$ cat config.mk
export PLATFORM = sky130hd
export DESIGN_NAME = string_to_unsigned_integer_unit
export DESIGN_NICKNAME = d
export VERILOG_FILES = /design/src/stou_pkg.sv /design/src/string_to_unsigned_integer_unit.sv /design/src/stou_apb_regs.sv /design/src/stou_char_step.sv
export VERILOG_INCLUDE_DIRS = /design/src /design/src/src
export SDC_FILE = /design/constraint.sdc
export NUM_CORES = 2
export LEC_CHECK = 0
export ABC_AREA = 0
export BUFFER_PORTS_ARGS = -buffer_cell sky130_fd_sc_hd__buf_2
export CAP_MARGIN = 5
export CORE_MARGIN = 5
export CORE_UTILIZATION = 64
export DETAILED_ROUTE_END_ITERATION = 8
export PLACE_DENSITY = 0.84
export SYNTH_ARGS = -nofsm -noshare
export SYNTH_HDL_FRONTEND = slang
export SYNTH_SLANG_ARGS = --single-unit
$ cat constraint.sdc
create_clock -name clk_i -period 14 [get_ports clk_i]
set_input_delay 2.1 -clock clk_i [delete_from_list [all_inputs] [get_ports clk_i]]
set_output_delay 2.1 -clock clk_i [all_outputs]
set_load 0.02 [all_outputs]
$ cat src/string_to_unsigned_integer_unit_macros.svh
// Assertion helpers for the top-level RTL file.
`ifndef STRING_TO_UNSIGNED_INTEGER_UNIT_MACROS_SVH
`define STRING_TO_UNSIGNED_INTEGER_UNIT_MACROS_SVH

// Same-cycle implication, checked out of reset.
`define STOU_ASSERT_IMP(lbl, ante, cons, msg) \
  lbl: assert property (@(posedge clk_i) disable iff (!rst_ni) (ante) |-> (cons)) \
    else $error(msg);

// Next-cycle implication, checked out of reset.
`define STOU_ASSERT_NXT(lbl, ante, cons, msg) \
  lbl: assert property (@(posedge clk_i) disable iff (!rst_ni) (ante) |=> (cons)) \
    else $error(msg);

`endif

$ cat src/stou_pkg.sv
`default_nettype none

package stou_pkg;

  localparam int MaxChars  = 4096;
  localparam int OffsetCap = ((MaxChars - 1) < 4095) ? (MaxChars - 1) : 4095;
  localparam int PosW      = 12;
  localparam logic [PosW-1:0] OffsetCapW = PosW'(OffsetCap);

  // register map, word index
  localparam logic RegRadix = 1'b0;
  localparam logic [5:0] RadixReset = 6'd10;
  localparam logic [5:0] RadixAuto  = 6'd0;
  localparam logic [5:0] RadixMax   = 6'd36;
  localparam logic [5:0] RadixOct   = 6'd8;
  localparam logic [5:0] RadixDec   = 6'd10;
  localparam logic [5:0] RadixHex   = 6'd16;

  localparam logic [7:0] ChNul   = 8'h00;
  localparam logic [7:0] ChSpace = 8'h20;
  localparam logic [7:0] ChTab   = 8'h09;
  localparam logic [7:0] ChCr    = 8'h0D;
  localparam logic [7:0] ChPlus  = 8'h2B;
  localparam logic [7:0] ChMinus = 8'h2D;
  localparam logic [7:0] ChZero  = 8'h30;
  localparam logic [7:0] ChNine  = 8'h39;
  localparam logic [7:0] ChUpA   = 8'h41;
  localparam logic [7:0] ChUpX   = 8'h58;
  localparam logic [7:0] ChUpZ   = 8'h5A;
  localparam logic [7:0] ChLoA   = 8'h61;
  localparam logic [7:0] ChLoX   = 8'h78;
  localparam logic [7:0] ChLoZ   = 8'h7A;
  localparam logic [7:0] UpperBias = ChUpA - 8'd10;
  localparam logic [7:0] LowerBias = ChLoA - 8'd10;
  localparam logic [6:0] DigitNone = 7'd99;

  typedef enum logic [2:0] {
    PH_SPACE,
    PH_SIGNED,
    PH_ZERO,
    PH_PREFIX,
    PH_DIGITS,
    PH_DONE,
    PH_IDLE
  } phase_e;

  typedef struct packed {
    phase_e          phase;
    logic [63:0]     accumulator;
    logic [5:0]      eff_radix;
    logic            negative;
    logic            overflowed;
    logic            digit_seen;
    logic [PosW-1:0] position;
    logic [PosW-1:0] stop_at;
    logic            latched;
    logic [5:0]      base_latch;
  } parse_state_t;

  typedef struct packed {
    logic            bad_radix;
    logic            no_digits;
    logic            overflow;
    logic [PosW-1:0] end_offset;
    logic [63:0]     value;
  } result_t;

  localparam parse_state_t StateReset = '{
    phase:       PH_SPACE,
    accumulator: 64'd0,
    eff_radix:   6'd0,
    negative:    1'b0,
    overflowed:  1'b0,
    digit_seen:  1'b0,
    position:    '0,
    stop_at:     '0,
    latched:     1'b0,
    base_latch:  6'd0
  };

  function automatic logic radix_bad(input logic [5:0] r);
    return (r == 6'd1) || (r > RadixMax);
  endfunction

  function automatic logic [6:0] digit_of(input logic [7:0] c);
    logic [7:0] d;
    d = 8'(DigitNone);
    if (c >= ChZero && c <= ChNine) begin
      d = c - ChZero;
    end else if (c >= ChUpA && c <= ChUpZ) begin
      d = c - UpperBias;
    end else if (c >= ChLoA && c <= ChLoZ) begin
      d = c - LowerBias;
    end
    return d[6:0];
  endfunction

  function automatic logic [PosW-1:0] next_pos(input logic [PosW-1:0] p);
    return (p < OffsetCapW) ? p + 1'b1 : OffsetCapW;
  endfunction

endpackage

`default_nettype wire

$ cat src/string_to_unsigned_integer_unit.sv
// String to unsigned 64-bit integer converter. Characters stream in one per
// cycle on the slave side (tuser marks the first character of a string, tlast
// the final one; a NUL also ends it). Each string gives one result on the
// master side: value, end offset and the overflow, no-digit and bad-radix
// flags. Throughput is one character per cycle; the only stall is a string
// end while the result register still holds an untaken result. From the last
// character to its result the path runs through an input register, then the
// per-character step whose 64x6 multiply-add sets the cycle time, then the
// result register. The radix register (APB, offset 0) is sampled at the first
// character of each string.
`default_nettype none

`include "string_to_unsigned_integer_unit_macros.svh"

module string_to_unsigned_integer_unit (
  input  wire logic        clk_i,
  input  wire logic        rst_ni,
  // APB configuration
  input  wire logic        psel,
  input  wire logic        penable,
  input  wire logic        pwrite,
  input  wire logic [2:0]  paddr,
  input  wire logic [31:0] pwdata,
  output logic      [31:0] prdata,
  output logic             pready,
  // character stream
  input  wire logic        s_axis_tvalid,
  output logic             s_axis_tready,
  input  wire logic [7:0]  s_axis_tdata,   // [7:0] ch
  input  wire logic        s_axis_tuser,   // [0] first
  input  wire logic        s_axis_tlast,   // last
  // results
  output logic             m_axis_tvalid,
  input  wire logic        m_axis_tready,
  // [63:0] value, [75:64] end_offset, [76] overflow, [77] no_digits,
  // [78] bad_radix, [79] zero
  output logic      [79:0] m_axis_tdata
);
  import stou_pkg::*;

  logic [5:0]   radix;
  logic         s1_valid_q, s1_valid_d;
  logic [7:0]   s1_ch_q;
  logic         s1_first_q;
  logic         s1_last_q;
  parse_state_t state_q, state_d, step_state;
  logic         step_emit;
  result_t      step_res;
  result_t      res_q;
  logic         out_valid_q, out_valid_d;
  logic         out_free;
  logic         advance;
  logic         in_accept;
  logic         out_load;

  stou_apb_regs u_regs (
    .clk_i   (clk_i),
    .rst_ni  (rst_ni),
    .psel    (psel),
    .penable (penable),
    .pwrite  (pwrite),
    .paddr   (paddr),
    .pwdata  (pwdata),
    .prdata  (prdata),
    .pready  (pready),
    .radix_o (radix)
  );

  stou_char_step u_step (
    .state_i  (state_q),
    .ch_i     (s1_ch_q),
    .first_i  (s1_first_q),
    .last_i   (s1_last_q),
    .radix_i  (radix),
    .state_o  (step_state),
    .emit_o   (step_emit),
    .result_o (step_res)
  );

  assign out_free      = !out_valid_q || m_axis_tready;
  assign advance       = s1_valid_q && (!step_emit || out_free);
  assign s_axis_tready = !s1_valid_q || advance;
  assign in_accept     = s_axis_tvalid && s_axis_tready;
  assign out_load      = advance && step_emit;

  always_comb begin
    s1_valid_d  = s1_valid_q;
    state_d     = state_q;
    out_valid_d = out_valid_q;
    if (in_accept) begin
      s1_valid_d = 1'b1;
    end else if (advance) begin
      s1_valid_d = 1'b0;
    end
    if (advance) begin
      state_d = step_state;
    end
    if (out_load) begin
      out_valid_d = 1'b1;
    end else if (m_axis_tready) begin
      out_valid_d = 1'b0;
    end
  end

  always_ff @(posedge clk_i or negedge rst_ni) begin
    if (!rst_ni) begin
      s1_valid_q  <= 1'b0;
      state_q     <= StateReset;
      out_valid_q <= 1'b0;
    end else begin
      s1_valid_q  <= s1_valid_d;
      state_q     <= state_d;
      out_valid_q <= out_valid_d;
    end
  end

  always_ff @(posedge clk_i) begin
    if (in_accept) begin
      s1_ch_q    <= s_axis_tdata;
      s1_first_q <= s_axis_tuser;
      s1_last_q  <= s_axis_tlast;
    end
    if (out_load) begin
      res_q <= step_res;
    end
  end

  assign m_axis_tvalid = out_valid_q;
  assign m_axis_tdata  = {1'b0, res_q.bad_radix, res_q.no_digits, res_q.overflow,
                          res_q.end_offset, res_q.value};

  `STOU_ASSERT_IMP(a_load_free, out_load, out_free, "result register overwritten")
  `STOU_ASSERT_NXT(a_s1_hold, s1_valid_q && !advance, s1_valid_q,
                   "held character lost")
  `STOU_ASSERT_IMP(a_ovf_ones, m_axis_tvalid && res_q.overflow, res_q.value == '1,
                   "overflow result not all ones")
  `STOU_ASSERT_IMP(a_bad_zero, m_axis_tvalid && res_q.bad_radix,
                   res_q.no_digits && (res_q.value == 64'd0) && !res_q.overflow,
                   "bad radix result not cleared")

endmodule

`default_nettype wire

$ cat src/stou_apb_regs.sv
`default_nettype none

module stou_apb_regs (
  input  wire logic        clk_i,
  input  wire logic        rst_ni,
  input  wire logic        psel,
  input  wire logic        penable,
  input  wire logic        pwrite,
  input  wire logic [2:0]  paddr,
  input  wire logic [31:0] pwdata,
  output logic      [31:0] prdata,
  output logic             pready,
  output logic      [5:0]  radix_o
);
  import stou_pkg::*;

  logic [5:0] radix_q, radix_d;
  logic       wr_en;

  assign pready = 1'b1;
  assign wr_en  = psel && penable && pwrite && pready && (paddr[2] == RegRadix);

  always_comb begin
    radix_d = radix_q;
    if (wr_en) begin
      radix_d = pwdata[5:0];
    end
  end

  always_ff @(posedge clk_i or negedge rst_ni) begin
    if (!rst_ni) begin
      radix_q <= RadixReset;
    end else begin
      radix_q <= radix_d;
    end
  end

  assign prdata  = (paddr[2] == RegRadix) ? {26'd0, radix_q} : 32'd0;
  assign radix_o = radix_q;

endmodule

`default_nettype wire

$ cat src/stou_char_step.sv
`default_nettype none

// One character of the parse: next state and, at string end, the result.
module stou_char_step (
  input  wire stou_pkg::parse_state_t state_i,
  input  wire logic [7:0]             ch_i,
  input  wire logic                   first_i,
  input  wire logic                   last_i,
  input  wire logic [5:0]             radix_i,
  output stou_pkg::parse_state_t      state_o,
  output logic                        emit_o,
  output stou_pkg::result_t           result_o
);
  import stou_pkg::*;

  parse_state_t s, n;
  logic         sign_done;
  logic         do_take;
  logic         is_ws;
  logic         bad;
  logic [6:0]   digit;
  logic [69:0]  prod;

  assign digit = digit_of(ch_i);
  assign is_ws = (ch_i == ChSpace) || (ch_i >= ChTab && ch_i <= ChCr);

  always_comb begin
    s         = first_i ? StateReset : state_i;
    n         = s;
    emit_o    = 1'b0;
    sign_done = 1'b0;
    do_take   = 1'b0;
    prod      = '0;
    if (s.phase != PH_IDLE) begin
      if (!n.latched) begin
        n.latched    = 1'b1;
        n.base_latch = radix_i;
      end
      if (ch_i == ChNul) begin
        // NUL ends the string without being consumed
        emit_o  = 1'b1;
        n.phase = PH_IDLE;
      end else begin
        if (!radix_bad(n.base_latch)) begin
          case (s.phase)
            PH_SPACE: begin
              if (is_ws) begin
                n.phase = PH_SPACE;
              end else if (ch_i == ChMinus) begin
                n.negative = 1'b1;
                n.phase    = PH_SIGNED;
              end else if (ch_i == ChPlus) begin
                n.phase = PH_SIGNED;
              end else begin
                sign_done = 1'b1;
              end
            end
            PH_SIGNED: sign_done = 1'b1;
            PH_ZERO: begin
              if (ch_i == ChLoX || ch_i == ChUpX) begin
                n.eff_radix = RadixHex;
                n.phase     = PH_PREFIX;
              end else begin
                n.eff_radix = (n.base_latch == RadixAuto) ? RadixOct : RadixHex;
                do_take     = 1'b1;
              end
            end
            PH_PREFIX, PH_DIGITS: do_take = 1'b1;
            default: n.phase = s.phase;
          endcase
          if (sign_done) begin
            if ((n.base_latch == RadixAuto || n.base_latch == RadixHex) &&
                ch_i == ChZero) begin
              // leading zero may open a hex prefix
              n.accumulator = 64'd0;
              n.digit_seen  = 1'b1;
              n.stop_at     = next_pos(s.position);
              n.phase       = PH_ZERO;
            end else begin
              n.eff_radix = (n.base_latch == RadixAuto) ? RadixDec : n.base_latch;
              do_take     = 1'b1;
            end
          end
          if (do_take) begin
            prod = 70'(n.accumulator) * 70'(n.eff_radix) + 70'(digit);
            if (n.eff_radix < 6'd2 || digit >= {1'b0, n.eff_radix}) begin
              n.phase = PH_DONE;
            end else begin
              if (n.overflowed || (prod[69:64] != 6'd0)) begin
                n.overflowed = 1'b1;
              end else begin
                n.accumulator = prod[63:0];
              end
              n.digit_seen = 1'b1;
              n.stop_at    = next_pos(s.position);
              n.phase      = PH_DIGITS;
            end
          end
        end
        n.position = next_pos(s.position);
        if (last_i) begin
          emit_o  = 1'b1;
          n.phase = PH_IDLE;
        end
      end
    end
  end

  assign bad = radix_bad(n.base_latch) && n.latched;

  always_comb begin
    result_o           = '0;
    result_o.bad_radix = bad;
    result_o.no_digits = 1'b1;
    if (!bad && n.digit_seen) begin
      result_o.no_digits  = 1'b0;
      result_o.end_offset = n.stop_at;
      if (n.overflowed) begin
        result_o.value    = '1;
        result_o.overflow = 1'b1;
      end else begin
        result_o.value = n.negative ? (64'd0 - n.accumulator) : n.accumulator;
      end
    end
  end

  assign state_o = n;

endmodule

`default_nettype wire
Word level (Yosys, flattened, before mapping):

Cells that the tools add are included.

* register bits: 204
* input port bits: 52

* add/subtract/negate cells: 6
* $mul: 1
* $lt $le $gt $ge: 13
* equality and inequality tests: 14
* mux-type cells: 70
* bitwise gates (word level): 1
* reduce and logical (&&, ||, !) cells: 34

Operators with widths (count)
* two-way mux 73 bit: 4
* two-way mux 64 bit: 4
* two-way mux 107 bit: 2
* two-way mux 67 bit: 2
* two-way mux 97 bit: 1
* two-way mux 78 bit: 1
* two-way mux 76 bit: 1
* two-way mux 12 bit: 6
* adder 70 x 7 -> 70 bit: 1
* multiplier 64 x 6 -> 70 bit: 1
* subtractor 1 x 64 -> 64 bit, first input constant: 1
* two-way mux 6 bit: 6
* == test 8 x 6 -> 1 bit, second input constant: 4
* two-way mux 7 bit: 4
* two-way mux 1 bit: 27
* two-way mux 3 bit: 6
* == test 8 x 7 -> 1 bit, second input constant: 2
* greater-or-equal comparator 8 x 7 -> 1 bit, second input constant: 2
* less-or-equal comparator 8 x 7 -> 1 bit, second input constant: 2
* subtractor 7 x 6 -> 7 bit, second input constant: 2
* logical AND 1 bit: 13
* adder 12 x 1 -> 12 bit, second input constant: 1
* == test 6 x 1 -> 1 bit, second input constant: 2
* > comparator 6 bit, second input constant: 2
* 26 further kinds: 42

Longest topological paths before layout:

* depth in word-level cells: 29
* mapped depth: 45
* gate-level depth less buffers: 38

Cells and area by module:

From an unflattened synthesis, not the netlist that was laid out.

* cell total of the unflattened synthesis: 3335
* area total of the unflattened synthesis: 27881.7 µm²

By module, submodules not included
* stou_char_step: times used 1, cells an instance 2578, area an instance 18587.8 µm², sequential area each 0.0 µm²
* string_to_unsigned_integer_unit: times used 1, cells an instance 709, area an instance 8787.2 µm², sequential area each 5400.2 µm²
* stou_apb_regs: times used 1, cells an instance 48, area an instance 506.7 µm², sequential area each 152.6 µm²

Worst setup path after synthesis:

OpenSTA, ideal clock, no wires.

* path kind: register to register
* start point: register s1_ch_q[4]
* end point: register res_q (netlist bit m_axis_tdata[46]), data pin
* setup time: 0.270 ns
* arrival time: 10.488 ns
* slack: 3.241 ns
* cell stages (with the launch flop): 43
* buffers on the path: 9
* clock period less this slack: 10.759 ns
* cells stage by stage: edfxtp_1 > inv_1 > ha_1 > inv_1 > or3_4 > o41a_1 > a21bo_1 > a21oi_1 > clkbuf_1 > clkbuf_1 > clkbuf_1 > nand2_1 > or2_2 > fa_1 > inv_1 > fa_1 > inv_1 > fa_1 > (+7 left out) > a21o_1 > a221o_1 > or3_4 > a2111oi_4 > a21boi_4 > buf_6 > buf_6 > clkbuf_1 > clkbuf_1 > a22oi_1 > ha_1 > inv_1 > nor4_2 > nand4_1 > clkbuf_1 > o41ai_1 > xnor2_1 > a21oi_1

* cells in the longest elaborated chain, start to end: 25
* elaborated cells between the ends (all ways): 75
* those cells by class: add/sub (5); mul (1); order compare (10); eq/ne (6); mux (41); reduce/logical (12)

Ends and longest elaborated chain
* start: declaration: line string_to_unsigned_integer_unit.sv:43 `logic [7:0] s1_ch_q;`
* start signal: assignment: line string_to_unsigned_integer_unit.sv:119 `s1_ch_q <= s_axis_tdata;`
* greater-or-equal comparator 8 x 4 -> 1 bit (tied with other cells): line stou_char_step.sv:25 `assign is_ws = (ch_i == ChSpace) || (ch_i >= ChTab && ch_i <= ChCr);`
* logical AND 1 bit / two-way mux 1 bit (equally long branches): line stou_char_step.sv:25, stou_char_step.sv:52
* logical OR 1 bit / two-way mux 1 bit (equally long branches): line stou_char_step.sv:25, stou_char_step.sv:49
* two-way mux 1 bit: line stou_char_step.sv:47 `if (is_ws) begin`
* case mux 1 bit (2 select lines): line stou_char_step.sv:45 `case (s.phase)`
* two-way mux 1 bit: line stou_char_step.sv:44 `if (!radix_bad(n.base_latch)) begin`
* two-way mux 1 bit: line stou_char_step.sv:39 `if (ch_i == ChNul) begin`
* two-way mux 1 bit: line stou_char_step.sv:34 `if (s.phase != PH_IDLE) begin`
* (+9 left out)
* two-way mux 64 bit: line stou_char_step.sv:86 `if (n.eff_radix < 6'd2 || digit >= {1'b0, n.eff_radix}) begin`
* two-way mux 67 bit: line stou_char_step.sv:84 `if (do_take) begin`
* two-way mux 76 bit: line stou_char_step.sv:44
* two-way mux 97 bit *: line stou_char_step.sv:39
* two-way mux 107 bit *: line stou_char_step.sv:34
* subtractor 1 x 64 -> 64 bit: line stou_char_step.sv:122 `result_o.value = n.negative ? (64'd0 - n.accumulator) : n.accumulator;`
* two-way mux 64 bit: line stou_char_step.sv:122
* two-way mux 64 bit: line stou_char_step.sv:118 `if (n.overflowed) begin`
* end signal: assignment: line string_to_unsigned_integer_unit.sv:124 `res_q <= step_res;`
* end: declaration: line string_to_unsigned_integer_unit.sv:49 `result_t res_q;`

Mark *: on every way between the ends. The rest lies on a longest branch, timed or not. The select of a mux whose other input is x is not followed.
A chain may end at the register's enable or synchronous reset.

Worst setup path after layout:

* start point: register s1_ch_q[4]
* end point: register res_q (netlist bit m_axis_tdata[47]), data pin

The elaborated chain is that of the path after synthesis.

==> results.json <==
{
  "die_area_sq_um": 43800,
  "fmax_mhz": 76.72,
  "final_common_cell": "nor2_1",
  "num-nets-final": 3456,
  "grt_pass1_vias": 23820,
  "p_leak_nw": 12.21,
  "syn_area_sq_um": 25420,
  "port_buffers": 110,
  "yosysWarnings": 0,
  "rsz0062_at_grt": "false",
  "synth_enable_flop_cells": 89,
  "drv_slew": 0,
  "dr.pass1.iters": 9,
  "critical_path_arrival_ns": 13.23,
  "drtAntennaViolNets": 0,
  "cts_root_buf": "clkbuf_16",
  "clock_latency_ns": 0.54,
  "start_util": 0.6427,
  "seq_area_frac_synth": 0.2184,
  "totalWireLength_mm": 79.02,
  "hold_viol": 0,
  "fin_ws_ns": 0.9657,
  "endpoint_kind": "flip-flop",
  "slowest_stage": "nor2_2",
  "finClkSkew_ns": 0.02078,
  "fill_cells": 3109,
  "pin_count": 167,
  "post_cts.repair.setup_buffers": 0,
  "yosysUniqueCellTypes": 109,
  "finalCriticalPeriod_ns": 13.03,
  "grt_usage": 0.3542,
  "cpMostUsedCell": "inv_1",
  "initialDrtViolationCount": 2734,
  "path_max_fanout": 35,
  "crit_required_ns": 14.20,
  "vias": 23790,
  "core_area_sq_um": 39550,
  "violations": "design-rule violations",
  "hp-class": "flip-flop to flip-flop",
  "clock_path_buffers": 3,
  "drive_gt1_frac": 0.09780,
  "drt-vias-per-instance": 6.737,
  "cts_buffers": 22,
  "synth-seq-cells": 204,
  "regArea_sq_um": 5553,
  "multiInputGateArea_sq_um": 18790,
  "preCtsSetupSlack_ns": 1.225,
  "critPathMaxStageDelay_ns": 1.02,
  "cts_hold_buf": 0,
  "critPathLaunchType": "flip-flop",
  "die_x_microns": 209.3,
  "cts_tree": "yes",
  "htreeDepth": 1,
  "grt_start_max_net_pins": 124,
  "maxCapViolCount": 0,
  "async_flop_share": 0.5637,
  "status": "finished with violations",
  "syn2layout_area_growth_pct": 6.610,
  "n_antenna_cell": 0,
  "place.gp.congestion": 0.9977,
  "clock-sinks": 204,
  "peakVddDrop_uv": 108.9,
  "worst-setup-path-type": "flip-flop to flip-flop",
  "drc_errors": 1,
  "routedWlPerCell_microns": 22.38,
  "worst_pin_slew_ns": 1.142,
  "dp_hpwl_mm": 61.05,
  "die_h_microns": 209.3,
  "power.density_nw_per_um2": 95.18,
  "relSlewSlack": 0.2382,
  "synthFlopType": "dfrtp_1",
  "antenna_found_initial": 0,
  "grt_pass1_wl_mm": 127.2,
  "synth_cells": 2987,
  "setup_viol": 0,
  "mostFrequentLayoutCells": "nor2_1, nand2_1, fa_1",
  "fin_setup_tns_ns": 0,
  "cts-resized-gates": 0,
  "rows": 73,
  "avgSynthCellArea_sq_um": 8.510,
  "finalCritPeriodShare": 0.9310,
  "cts.reportedPaths.clkPinSlew_ns": 0.06,
  "overflow": 0
}
Yosys cell counts (10+ instances only):
cell type,number,area [sq um]
a2111oi_0,12,105.1
a211oi_1,13,97.59
a21o_1,25,187.7
a21oi_1,218,1091
a22o_1,13,113.9
a22oi_1,32,240.2
a31oi_1,35,219.0
and2_1,22,137.6
and3_1,25,156.4
and4_1,16,140.1
buf_1,10,37.54
buf_2,33,165.2
buf_4,31,232.7
clkbuf_1,125,469.2
dfrtp_1,113,2828
edfxtp_1,89,2673
fa_1,253,5065
ha_1,161,2014
inv_1,90,337.8
mux2_2,11,123.9
nand2_1,346,1299
nand2b_1,13,81.33
nand3_1,64,320.3
nand4_1,44,275.3
nor2_1,494,1854
nor2b_1,19,118.9
nor3_1,43,215.2
nor4_1,21,131.4
o211ai_1,17,127.6
o21a_1,12,90.09
o21ai_0,200,1001
o21ai_1,14,70.07
o21bai_1,14,105.1
o31ai_1,20,150.1
o41ai_1,15,131.4
or2_2,20,125.1
or3_1,11,68.82
xnor2_1,70,613.1
xor2_1,37,324.1
cell type report:
class                      count  area share
clock inverter                16    0.007203
sequential                   204      0.2049
tap                          525     0.02424
inverter                      92     0.01274
multi-input combinational   2512      0.6932
timing repair buffer         158     0.03555
clock buffer                  24     0.02216
kinds of logic (layout without fill, tap and decap cells):
kind of cell / after synthesis / count (layout) / share of synthesized area
multiplexers: 21 / 21 / 0.008860
AO/OA/AOI/OAI: 757 / 757 / 0.1935
other: 2 / 28 / 0.0002954
adder cells (fa/ha/maj): 414 / 414 / 0.2785
XOR/XNOR: 107 / 107 / 0.03687
buffers and inverters: 297 / 290 / 0.05158
flip-flops: 204 / 204 / 0.2184
AND/OR/NAND/NOR: 1185 / 1185 / 0.2119
layer usage:
| layer | track usage | vias to the layer above | part of all wire | wire [microns] |
|---|---|---|---|---|
| li1 | - | 10490 | - | - |
| met1 | 0.4542 | 11580 | 0.37 | 29520 |
| met2 | 0.5808 | 1382 | 0.47 | 37260 |
| met3 | 0.06293 | 342 | 0.091 | 7216 |
| met4 | 0.1798 | 0 | 0.064 | 5030 |
| met5 | 0 | - | 0 | 0 |
worst paths after layout:
check	start	depth (start not counted)	endpoint	slack [ns]
max	s1_ch_q[4]$_DFFE_PP_	34	m_axis_tdata[47]$_SDFFCE_PN0P_	0.97
min	state_q[9]$_DFFE_PN0P_	2	state_q[9]$_DFFE_PN0P_	0.48
max reg2reg	s1_ch_q[4]$_DFFE_PP_	34	m_axis_tdata[47]$_SDFFCE_PN0P_	0.97
min reg2reg	state_q[9]$_DFFE_PN0P_	2	state_q[9]$_DFFE_PN0P_	0.48
max in group asynchronous	rst_ni	2	state_q[97]$_DFFE_PN0P_	11.03
min in group asynchronous	rst_ni	1	state_q[4]$_DFFE_PN0P_	1.56
worst max-delay path: cells and delay by family (launching register included):
family,cells,cell delay (ns)
buf+inv,7,0.99
flops,1,0.50
compound gates,13,5.20
simple gates,7,3.02
xor+xnor,1,0.26
fa+ha+maj,6,2.67
report_power, final:
group	switching, W	internal, W	total (W)	leakage, nW
sequential	0.0000658	0.000692	0.000758	2.41
clock	0.000266	0.000385	0.000651	0.384
combinational	0.000835	0.000335	0.00117	9.42
total	0.00117	0.00141	0.00258	12.2
stage by stage:
stage                     instances  utilization  hold slack [ns]  area (sq um)  total power [W]
after floorplan                3013            -           0.4419         25520         0.001536
after global placement         3491       0.6651           0.4505         26300         0.001846
after detailed placement       3491       0.6651           0.4620         26300         0.001890
after CTS                      3531       0.6852           0.4804         27100         0.002538
after global routing           3531       0.6852           0.5177         27100         0.002688
final                          3531       0.6852           0.4815         27100         0.002579
flip-flops by register name, indices dropped and copies added (netlist names):
| name | flops |
|---|---|
| state_q | 107 |
| s1_ch_q | 8 |
| s1_last_q | 1 |
| m_axis_tvalid | 1 |
| m_axis_tdata | 79 |
| u_regs.radix_o | 6 |
| s1_first_q | 1 |
| s1_valid_q | 1 |
Note: power is estimated with default switching activity, not from simulation.
